$ cat src/sv/pbrt_pkg.sv
package pbrt_pkg;

	// Width of the length counters (region, data and expected size).
	localparam int COUNT_BITS = 32;

	localparam int CFG_INDEX_BITS = 2;
	localparam int CFG_DATA_BITS  = 32;

	localparam logic [CFG_INDEX_BITS-1:0] REG_ROW_COUNT     = 2'd0;
	localparam logic [CFG_INDEX_BITS-1:0] REG_REGION_LENGTH = 2'd1;
	localparam logic [CFG_INDEX_BITS-1:0] REG_EXPECTED_SIZE = 2'd2;

	// PackBits control codes.
	localparam logic [7:0] CODE_NOP    = 8'h80;
	localparam logic [8:0] RUN_OFFSET  = 9'd257;

	typedef enum logic [2:0] {
		PH_HI,
		PH_LO,
		PH_CTRL,
		PH_RUN,
		PH_LIT
	} phase_t;

	typedef enum logic [1:0] {
		KIND_DATA = 2'd0,
		KIND_OK   = 2'd1,
		KIND_FAIL = 2'd2
	} kind_t;

	typedef struct packed {
		logic [7:0] byte_value;
		logic       first_byte;
	} item_t;

	typedef struct packed {
		kind_t      kind;
		logic [7:0] data_value;
		logic [7:0] repeat_count;
		logic       last;
	} result_t;

	typedef struct packed {
		logic [15:0]           row_count;
		logic [COUNT_BITS-1:0] region_length;
		logic [COUNT_BITS-1:0] expected_size;
	} cfg_t;

	// Results caused by one byte: a count of zero to two, in order.
	typedef struct packed {
		logic [1:0] n;
		result_t    r0;
		result_t    r1;
	} step_res_t;

endpackage

$ cat src/sv/pbrt_core.sv
module pbrt_core import pbrt_pkg::*; (
	input  logic      clk,
	input  logic      arst_n,
	input  logic      step,
	input  item_t     item,
	input  cfg_t      cfg,
	output step_res_t res
);

	localparam int CB = COUNT_BITS;
	localparam logic [CB+1:0] SAT_TOTAL = {2'b01, {CB{1'b0}}};

	phase_t        phase_q,    nx_phase;
	logic [15:0]   rows_q,     nx_rows;
	logic [7:0]    hold_q,     nx_hold;
	logic [CB:0]   total_q,    nx_total;
	logic [CB-1:0] region_q,   nx_region;
	logic [CB-1:0] data_q,     nx_data;
	logic [CB:0]   produced_q, nx_produced;
	logic [7:0]    pending_q,  nx_pending;
	logic          done_q,     nx_done;

	logic [CB:0]   need;
	logic [CB:0]   exp_w;
	logic [CB+1:0] sum;
	logic [CB:0]   sum_sat;
	logic [CB-1:0] dl;
	logic [CB:0]   room;
	logic [7:0]    rep;
	logic [15:0]   rows_dec;
	logic [7:0]    b;
	logic          fin, ok, bnd, emit;
	logic [CB-1:0] bnd_dl;
	logic [CB:0]   bnd_prod;
	result_t       data_res, stat_res;

	always_comb begin
		b        = item.byte_value;
		need     = (CB+1)'({cfg.row_count, 1'b0});
		exp_w    = {1'b0, cfg.expected_size};
		sum      = {1'b0, total_q} + (CB+2)'({hold_q, b});
		sum_sat  = (sum > SAT_TOTAL) ? SAT_TOTAL[CB:0] : sum[CB:0];
		dl       = data_q - CB'(1);
		room     = exp_w - produced_q;
		rep      = ((CB+1)'(pending_q) < room) ? pending_q : room[7:0];
		rows_dec = rows_q - 16'd1;

		nx_phase    = phase_q;
		nx_rows     = rows_q;
		nx_hold     = hold_q;
		nx_total    = total_q;
		nx_region   = region_q;
		nx_data     = data_q;
		nx_produced = produced_q;
		nx_pending  = pending_q;
		nx_done     = done_q;
		fin         = 1'b0;
		ok          = 1'b0;
		bnd         = 1'b0;
		bnd_dl      = data_q;
		bnd_prod    = produced_q;
		emit        = 1'b0;
		data_res    = '{kind: KIND_DATA, data_value: b, repeat_count: 8'd1, last: 1'b0};

		if (step) begin
			if (item.first_byte) begin
				nx_phase    = PH_HI;
				nx_rows     = cfg.row_count;
				nx_hold     = '0;
				nx_total    = '0;
				nx_data     = '0;
				nx_produced = '0;
				nx_pending  = '0;
				nx_done     = 1'b0;
				if (need > {1'b0, cfg.region_length}) begin
					fin = 1'b1;
				end else begin
					nx_region = cfg.region_length - need[CB-1:0];
					if (cfg.row_count == 16'd0) begin
						// No table: nothing to decode, done at once.
						fin = 1'b1;
						ok  = (cfg.expected_size == '0);
					end else begin
						nx_hold  = b;
						nx_phase = PH_LO;
					end
				end
			end else if (!done_q) begin
				case (phase_q)
					PH_HI: begin
						nx_hold  = b;
						nx_phase = PH_LO;
					end
					PH_LO: begin
						nx_total = sum_sat;
						nx_rows  = rows_dec;
						if (rows_dec == 16'd0) begin
							if (sum_sat > {1'b0, region_q}) begin
								fin = 1'b1;
							end else begin
								nx_data = sum_sat[CB-1:0];
								bnd     = 1'b1;
								bnd_dl  = sum_sat[CB-1:0];
							end
						end else begin
							nx_phase = PH_HI;
						end
					end
					PH_CTRL: begin
						nx_data = dl;
						if (b == CODE_NOP) begin
							bnd    = 1'b1;
							bnd_dl = dl;
						end else if (b > CODE_NOP) begin
							if (dl == '0) begin
								fin = 1'b1;
							end else begin
								nx_pending = 8'(RUN_OFFSET - {1'b0, b});
								nx_phase   = PH_RUN;
							end
						end else begin
							nx_pending = b + 8'd1;
							if (CB'({1'b0, b} + 9'd1) > dl) begin
								fin = 1'b1;
							end else begin
								nx_phase = PH_LIT;
							end
						end
					end
					PH_RUN: begin
						nx_data       = dl;
						emit          = 1'b1;
						data_res.repeat_count = rep;
						nx_produced   = produced_q + (CB+1)'(rep);
						nx_pending    = '0;
						bnd           = 1'b1;
						bnd_dl        = dl;
						bnd_prod      = produced_q + (CB+1)'(rep);
					end
					PH_LIT: begin
						nx_data     = dl;
						emit        = 1'b1;
						nx_produced = produced_q + (CB+1)'(1);
						nx_pending  = pending_q - 8'd1;
						if (pending_q == 8'd1) begin
							bnd      = 1'b1;
							bnd_dl   = dl;
							bnd_prod = produced_q + (CB+1)'(1);
						end
					end
					default: begin
						nx_phase = PH_HI;
					end
				endcase
			end

			// Packet boundary: end the job or fetch the next control byte.
			if (bnd) begin
				if (bnd_dl == '0 || bnd_prod >= exp_w) begin
					fin = 1'b1;
					ok  = (bnd_prod == exp_w);
				end else begin
					nx_phase = PH_CTRL;
				end
			end
			if (fin) begin
				nx_done = 1'b1;
			end
		end

		stat_res = '{kind: (ok ? KIND_OK : KIND_FAIL), data_value: 8'd0,
			repeat_count: 8'd0, last: 1'b1};

		res = '0;
		if (emit && fin) begin
			res.n  = 2'd2;
			res.r0 = data_res;
			res.r1 = stat_res;
		end else if (emit) begin
			res.n       = 2'd1;
			res.r0      = data_res;
			res.r0.last = 1'b1;
		end else if (fin) begin
			res.n  = 2'd1;
			res.r0 = stat_res;
		end
	end

	always_ff @(posedge clk or negedge arst_n) begin
		if (!arst_n) begin
			phase_q    <= PH_HI;
			rows_q     <= '0;
			hold_q     <= '0;
			total_q    <= '0;
			region_q   <= '0;
			data_q     <= '0;
			produced_q <= '0;
			pending_q  <= '0;
			done_q     <= 1'b1;
		end else begin
			phase_q    <= nx_phase;
			rows_q     <= nx_rows;
			hold_q     <= nx_hold;
			total_q    <= nx_total;
			region_q   <= nx_region;
			data_q     <= nx_data;
			produced_q <= nx_produced;
			pending_q  <= nx_pending;
			done_q     <= nx_done;
		end
	end

endmodule

$ cat src/sv/pbrt_outq.sv
module pbrt_outq import pbrt_pkg::*; (
	input  logic      clk,
	input  logic      arst_n,
	input  step_res_t push,
	output logic      room,
	output logic      result_valid,
	input  logic      result_ready,
	output result_t   result
);

	// Three-entry shift queue; entry 0 is the beat on the port.
	result_t    q_q [3];
	result_t    nq  [3];
	logic [1:0] cnt_q;
	logic [1:0] base;
	logic       pop;

	assign pop          = result_valid && result_ready;
	assign result_valid = (cnt_q != 2'd0);
	assign result       = q_q[0];
	// At most one beat waiting leaves space for the two a byte can cause.
	assign room         = (cnt_q <= 2'd1);
	assign base         = cnt_q - {1'b0, pop};

	always_comb begin
		nq[0] = pop ? q_q[1] : q_q[0];
		nq[1] = pop ? q_q[2] : q_q[1];
		nq[2] = q_q[2];
		for (int i = 0; i < 3; i++) begin
			if (push.n != 2'd0 && base == 2'(i)) begin
				nq[i] = push.r0;
			end
			if (push.n == 2'd2 && base + 2'd1 == 2'(i)) begin
				nq[i] = push.r1;
			end
		end
	end

	always_ff @(posedge clk) begin
		for (int i = 0; i < 3; i++) begin
			q_q[i] <= nq[i];
		end
	end

	always_ff @(posedge clk or negedge arst_n) begin
		if (!arst_n) begin
			cnt_q <= '0;
		end else begin
			cnt_q <= base + push.n;
		end
	end

endmodule

$ cat src/sv/packbits_row_table_decoder.sv
// PackBits decoder for a region that opens with a table of big-endian 16-bit
// row lengths. Software writes row_count, region_length and expected_size on
// the cfg port while the block is idle, then streams the region one byte per
// beat on the item channel, with first_byte set on the beat that opens a job.
// Each byte causes zero, one or two beats on the result channel: decoded data
// (a run as one beat with a repeat count, literal bytes one beat each) and,
// at the end of every job, one status beat that reports success or failure.
// The last field marks the final beat caused by one input byte.
// A byte taken into the input register is decoded from it into the result
// queue, from which its first result beat is driven on the port.
// Throughput: one byte per cycle while the result queue has room. A byte that
// causes two beats (the last data of a job plus its status) pushes both at once.
// Decoding is a single pass from the input register into a three-entry result
// queue; the input side keeps taking bytes as long as at most one result beat
// is waiting, so a stalled receiver backs up at most three beats before
// item_ready drops.
// Reset clears the configuration registers to zero, empties the queue and
// leaves the decoder idle: bytes without first_byte are dropped until a job
// is opened. Bytes that arrive after a job has ended are dropped as well.
module packbits_row_table_decoder import pbrt_pkg::*; (
	input  logic                      clk,
	input  logic                      arst_n,
	input  logic                      cfg_we,
	input  logic [CFG_INDEX_BITS-1:0] cfg_index,
	input  logic [CFG_DATA_BITS-1:0]  cfg_data,
	input  logic                      item_valid,
	output logic                      item_ready,
	input  item_t                     item,
	output logic                      result_valid,
	input  logic                      result_ready,
	output result_t                   result
);

	cfg_t      cfg_q;
	logic      valid_s1;
	item_t     item_s1;
	logic      room;
	logic      step;
	step_res_t step_res;

	// Configuration registers; the user must write them only while no job is in flight, the block does not enforce it.
	always_ff @(posedge clk or negedge arst_n) begin
		if (!arst_n) begin
			cfg_q <= '0;
		end else if (cfg_we) begin
			case (cfg_index)
				REG_ROW_COUNT:     cfg_q.row_count     <= cfg_data[15:0];
				REG_REGION_LENGTH: cfg_q.region_length <= COUNT_BITS'(cfg_data);
				REG_EXPECTED_SIZE: cfg_q.expected_size <= COUNT_BITS'(cfg_data);
				default: begin
				end
			endcase
		end
	end

	// Input register. The byte in it is decoded as soon as the result queue
	// has space for two beats; the register refills in that same cycle.
	assign step       = valid_s1 && room;
	assign item_ready = !valid_s1 || room;

	always_ff @(posedge clk or negedge arst_n) begin
		if (!arst_n) begin
			valid_s1 <= 1'b0;
		end else if (item_ready) begin
			valid_s1 <= item_valid;
		end
	end

	always_ff @(posedge clk) begin
		if (item_valid && item_ready) begin
			item_s1 <= item;
		end
	end

	pbrt_core u_core (
		.clk    (clk),
		.arst_n (arst_n),
		.step   (step),
		.item   (item_s1),
		.cfg    (cfg_q),
		.res    (step_res)
	);

	pbrt_outq u_outq (
		.clk          (clk),
		.arst_n       (arst_n),
		.push         (step_res),
		.room         (room),
		.result_valid (result_valid),
		.result_ready (result_ready),
		.result       (result)
	);

endmodule
$ cat config.mk
export PLATFORM = sky130hd
export DESIGN_NAME = packbits_row_table_decoder
export DESIGN_NICKNAME = d
export VERILOG_FILES = /design/src/sv/pbrt_pkg.sv /design/src/sv/pbrt_core.sv /design/src/sv/pbrt_outq.sv /design/src/sv/packbits_row_table_decoder.sv
export SDC_FILE = /design/constraint.sdc
export NUM_CORES = 1
export LEC_CHECK = 0
export BUFFER_PORTS_ARGS = -buffer_cell sky130_fd_sc_hd__buf_2
export CORE_ASPECT_RATIO = 1.75
export CORE_UTILIZATION = 64
export DETAILED_ROUTE_END_ITERATION = 7
export PLACE_DENSITY = 0.92
export SYNTH_ARGS = -nofsm -noshare
export SYNTH_HDL_FRONTEND = slang
export SYNTH_SLANG_ARGS = --single-unit
$ cat constraint.sdc
create_clock -name clk -period 18.3 [get_ports clk]
set_input_delay 1.83 -clock clk [delete_from_list [all_inputs] [get_ports clk]]
set_output_delay 1.83 -clock clk [all_outputs]
set_load 0.005 [all_outputs]
## Yosys cells after proc, flatten, opt, wreduce, memory -nomap -nowiden

Memory sizes are Yosys's and may differ from the RTL's.
Index checks and enable logic that the tools add are counted.

| cells by class | value |
|---|---|
| magnitude comparators | 8 |
| equal/unequal tests | 17 |
| add/sub/neg operators | 14 |
| reductions and logical operators | 42 |
| multiplexer cells | 102 |
| bitwise gates (word level) | 1 |

Operators by type and width:

| operator | count |
|---|---|
| two-way mux 33 bit | 10 |
| two-way mux 32 bit | 9 |
| two-way mux 19 bit | 9 |
| one-hot mux 33 bit (2 select lines) | 2 |
| one-hot mux 32 bit (4 select lines) | 1 |
| two-way mux 8 bit | 15 |
| zero test 32 bit | 3 |
| one-hot mux 32 bit (2 select lines) | 1 |
| two-way mux 16 bit | 3 |
| two-way mux 21 bit | 2 |
| adder 33 x 16 -> 34 bit | 1 |
| greater-than comparator 34 x 33 -> 1 bit, second input constant | 1 |
| two-way mux 1 bit | 34 |
| adder 33 x 1 -> 33 bit, second input constant | 1 |
| adder 33 x 8 -> 33 bit | 1 |
| == test 33 x 32 -> 1 bit | 1 |
| greater-or-equal comparator 33 x 32 -> 1 bit | 1 |
| greater-than comparator 33 x 32 -> 1 bit | 1 |
| < comparator 8 x 33 -> 1 bit | 1 |
| subtractor 32 x 33 -> 33 bit | 1 |
| greater-than comparator 17 x 32 -> 1 bit | 1 |
| greater-than comparator 32 bit | 1 |
| zero test 16 bit | 2 |
| subtractor 32 x 1 -> 32 bit, second input constant | 1 |
| 42 further kinds | 81 |

| word-level totals | value |
|---|---|
| input port bits | 48 |
| memories | 1 |
| bits in writable memories | 57 |
| logic and storage cells | 201 |
| output and inout port bits | 21 |
| flip-flop bits (word level) | 258 |

Memories:

| name | depth | width | read ports | clocked after Yosys merged registers in | write ports | RTL line | text |
|---|---|---|---|---|---|---|---|
| u_outq.q_q | 3 | 19 | 3 | 0 | 3 | pbrt_outq.sv:12 | `result_t q_q [3];` |

## Longest topological paths before layout

| depth | value |
|---|---|
| depth in word-level cells | 23 |
| gate-level depth with buffers | 52 |
| depth with buffers taken out | 50 |

## Modules after synthesis

From an unflattened synthesis, not the netlist that was laid out.

| second synthesis, totals | value |
|---|---|
| cell total of the unflattened synthesis | 3080 |
| area total of the unflattened synthesis | 25552.0 um^2 |

By module, submodules not included:

| module | instances | area each (um^2) | seq. area each (um^2) | cells an instance |
|---|---|---|---|---|
| pbrt_core | 1 | 18864.3 | 4155.2 | 2591 |
| pbrt_outq | 1 | 3374.5 | 1761.7 | 305 |
| packbits_row_table_decoder | 1 | 3313.2 | 2297.2 | 184 |

## Worst setup path before layout

OpenSTA, ideal clock, no wires.

| timing path | value |
|---|---|
| path kind | register -> register |
| from | register u_core.produced_q[3] |
| to | memory u_outq.q_q[0][37] (netlist name), data pin |
| stages on the path, launching flop included | 51 |
| clock period less this slack | 9.732 ns |
| setup slack | 8.568 ns |
| arrival time | 9.469 ns |
| path buffers | 2 |
| library setup time | 0.264 ns |
| required time | 18.036 ns |
| cell sequence | dfrtp_1 -> inv_1 -> ha_1 -> a21o_1 -> a21o_2 -> o21a_1 -> o21a_1 -> nor2_1 -> xnor2_1 -> inv_1 -> ha_1 -> o2111ai_1 -> o211a_1 -> a21oi_1 -> o2111ai_1 -> nor4_2 -> nand4_1 -> nor4_4 -> [... 15 more ...] -> nand4_1 -> or2_2 -> nor3_1 -> nand3_1 -> o311ai_0 -> nor2_1 -> o211ai_1 -> a31oi_1 -> o22ai_1 -> nand3_1 -> inv_1 -> ha_1 -> clkbuf_1 -> and3_1 -> clkbuf_1 -> nor2_1 -> a22oi_1 -> o31ai_1 |

RTL lines:

| what | RTL line | text |
|---|---|---|
| from (decl) | pbrt_core.sv:19 | `logic [CB:0] produced_q, nx_produced;` |
| from (signal assigned) | pbrt_core.sv:207 | `produced_q <= nx_produced;` |
| to (decl) | pbrt_outq.sv:12 |  |

==> results.toml <==
[place]
io_buffers = 68
dp_slack_ps = 5987
dp_hpwl_mm = 69.32
routabilityCongestion = 1.236
place_inst = 3362

[drt]
post_drt_wl_per_cell_um = 27.25
drt_wl_total_mm = 93.42
drc = 19
avgViaCountPerCell = 7.315
dr.pass1.iters = 8
ant_nets = 0
vias = 25080
drtIter0Drc = 2718

[floorplanning]
start_util = 0.6532
die_h_um = 259.1
die-width_um = 148.9
ios = 69
dieArea_um2 = 38580
rows = 93
core-area_um2 = 37000

[finish]
area_growth_pct = 7.143
multi_input_area_um2 = 15130
n_fill_cell = 2858
seq_area_um2 = 7734
instances_no_fill = 3428
drive_above_1_share = 0.1036
fin_nets = 3141
final_util = 0.6999

[worst_setup_path]
cp-startpoint = "u_core.produced_q[8]"
crit_path_end_kind = "register"
criticalPathCategory = "reg2reg"
r2r-end = "u_outq.q_q[0][55]"
required_ps = 18600
crit_fanout = 16
critPathBufInv = 4
start_kind = "register"
path_depth = 42
crit_family = "compound AO/OA/AOI/OAI gates"
crit_arrival_ps = 13180
reg2reg_slack_ps = 5420
crit_end = "u_outq.q_q[0][55]"
r2r_start = "u_core.produced_q[8]"
r2r.worst_path.cells = 42
max_stage_delay_ps = 950
cpMaxStageDelayCell = "xor2_1"

[power]
power_density_nw_per_um2 = 125.3
seqPwrFrac = 0.314
p_switching_uw = 1475
pwr-share-comb = 0.480
leakagePower_uw = 0.01128
ir_worst_vdd_uv = 78.50
clock_power_share = 0.206
switching_share = 0.4547
intPower_uw = 1769

[synth]
ys_types = 106
synth-seq-area-share = 0.3199
synth_flop_cell = "dfrtp_1"
synthTopCellsByArea = "dfrtp_1 (26%), ha_1 (8.7%), o21ai_0 (5.3%), nand2_1 (4.2%), dfxtp_1 (4.0%)"
synth_area_um2 = 24170
synth_commonest_cells = "nand2_1 (272), o21ai_0 (254), dfrtp_1 (248)"
synth_edf_count = 18
ys_seq_elements = 315
synthArstFlopShare = 0.7905
yosysWarningCount = 0
syn_nets = 3138
post-synth-top-count-cell = "nand2_1"
synth_top_area_cell = "dfrtp_1"
synth_area_per_cell_um2 = 8.284
synth_top_cell_area_share = 0.2567
syn_inst = 2918

[sta]
maxSlewHeadroom = 0.05589
period_needed_ps = 12880
maxSlewViolCount = 0
timing.fmax_mhz = 77.61
holdWs_ps = 459.1
setup_viol = 0
setup_ws_ps = 5415
fin_skew_ps = 17.93
fin_crit_sh = 0.7041
fin_setup_tns_ps = 0
rsz0062_at_grt = "no"
hold_viol = 0
tightest_slew_ps = 1403

[worst_hold_path]
hp-start = "u_outq.q_q[0][41]"
hp-class = "reg2reg"

[global_route]
grt_pass1_wl_mm = 145.7
antenna_found_initial = 8
grt_max_degree = 120
grt_pass1_vias = 25050
overflow = 0
track_usage = 0.4972

[clock_network]
cts_made_buffers = 31
cts_setup_buffers = 0
post_cts_resized = 0
h-tree-depth = 1
cts-root-buf = "clkbuf_16"
cts.clk_slew.worst_paths_ps = 70
hold_buffers = 0
cts_tree = "done"
clk_latency_ps = 600
cts_buffer_depth = 3
numClockSinks = 315

[run]
drv_cap = 0

[status]
status = "complete, but fails checks"
violations = "DRC"
-- cell usage in the layout (no fill, tap or decap), drive strengths merged, types with 51 or more instances in the layout --
cell,netlist,final
nor2,225,225
buf,43,115
nand3,81,81
dfrtp,248,248
nand2,272,272
a21oi,192,192
ha,168,168
nor3,99,99
mux2,71,71
o21ai,278,278
mux2i,51,51
inv,178,180
xnor2,63,63
nand4,55,55
-- layer usage --
layer  wire length [µm]  GRT usage  part of all wire  up-vias
li1                   -          -                 -    10770
met1              27540     0.4617              0.29    11730
met2              44710     0.8169              0.48     1814
met3               8703     0.1645             0.093      761
met4              12440     0.5309              0.13        4
met5                 23          0           0.00025        -
-- state kept, by name, indices dropped and copies added (netlist names) --
register	flops
u_core.region_q	32
u_core.data_q	32
u_core.pending_q	8
valid_s1	1
u_core.done_q	1
u_outq.cnt_q	2
u_outq.q_q	57
u_core.rows_q	16
u_core.total_q	33
u_core.produced_q	33
u_core.hold_q	8
u_core.phase_q	3
item_s1	9
cfg_q	80
-- worst min path at each step --
stage / slack [ps] / cells after the start / to
finish: 460 / 2 / u_outq.q_q[0][41]
CTS: 460 / 2 / u_outq.q_q[0][41]
floorplan: 430 / 2 / u_outq.q_q[0][40]
detailed placement: 450 / 2 / u_outq.q_q[0][41]
global placement: 450 / 2 / u_outq.q_q[0][42]
global route: 490 / 2 / u_outq.q_q[0][40]
-- worst register-to-register path: cells and delay by family, from the launching register on --
family          cells  cell delay, ps
flops               1             530
buf+inv             4             920
mux                 1             400
fa+ha+maj           4            1300
compound gates     17            5000
xor+xnor            2            1110
simple gates       14            3290
-- kinds of logic after synthesis --
group                      synth area share
xor gates and xnor gates            0.03805
muxes                               0.05466
and+or+nand+nor                      0.2027
DFF                                  0.3199
AOI/OAI and AO/OA                    0.2390
buffers and inverters               0.05539
adders and majority gates           0.09027
-- area by class of cell --
cell class / instances / area share
multi-input cells: 2277 / 0.5842
flip-flops and latches: 315 / 0.2986
clock buffers: 42 / 0.03391
repair buffers: 117 / 0.02783
inverters: 179 / 0.02594
well taps: 475 / 0.02295
clock inverters: 15 / 0.005749
diodes: 8 / 0.0007730
-- stage by stage --
stage               power (µW)  cell area (µm²)
finish                    3244            25900
global route              3398            25890
CTS                       3136            25860
detailed placement        2474            24840
global placement          2391            24830
floorplan                 1959            24170
-- power groups by stage --
stage | Sequential [µW] | Clock (µW) | Combinational (µW)
final | 1020 | 667 | 1560
after global routing | 1030 | 693 | 1670
after CTS | 1000 | 661 | 1470
after detailed placement | 1020 | 0 | 1460
after global placement | 1010 | 0 | 1380
after floorplan | 936 | 0 | 1020
Power figures use the tool's default switching activity.
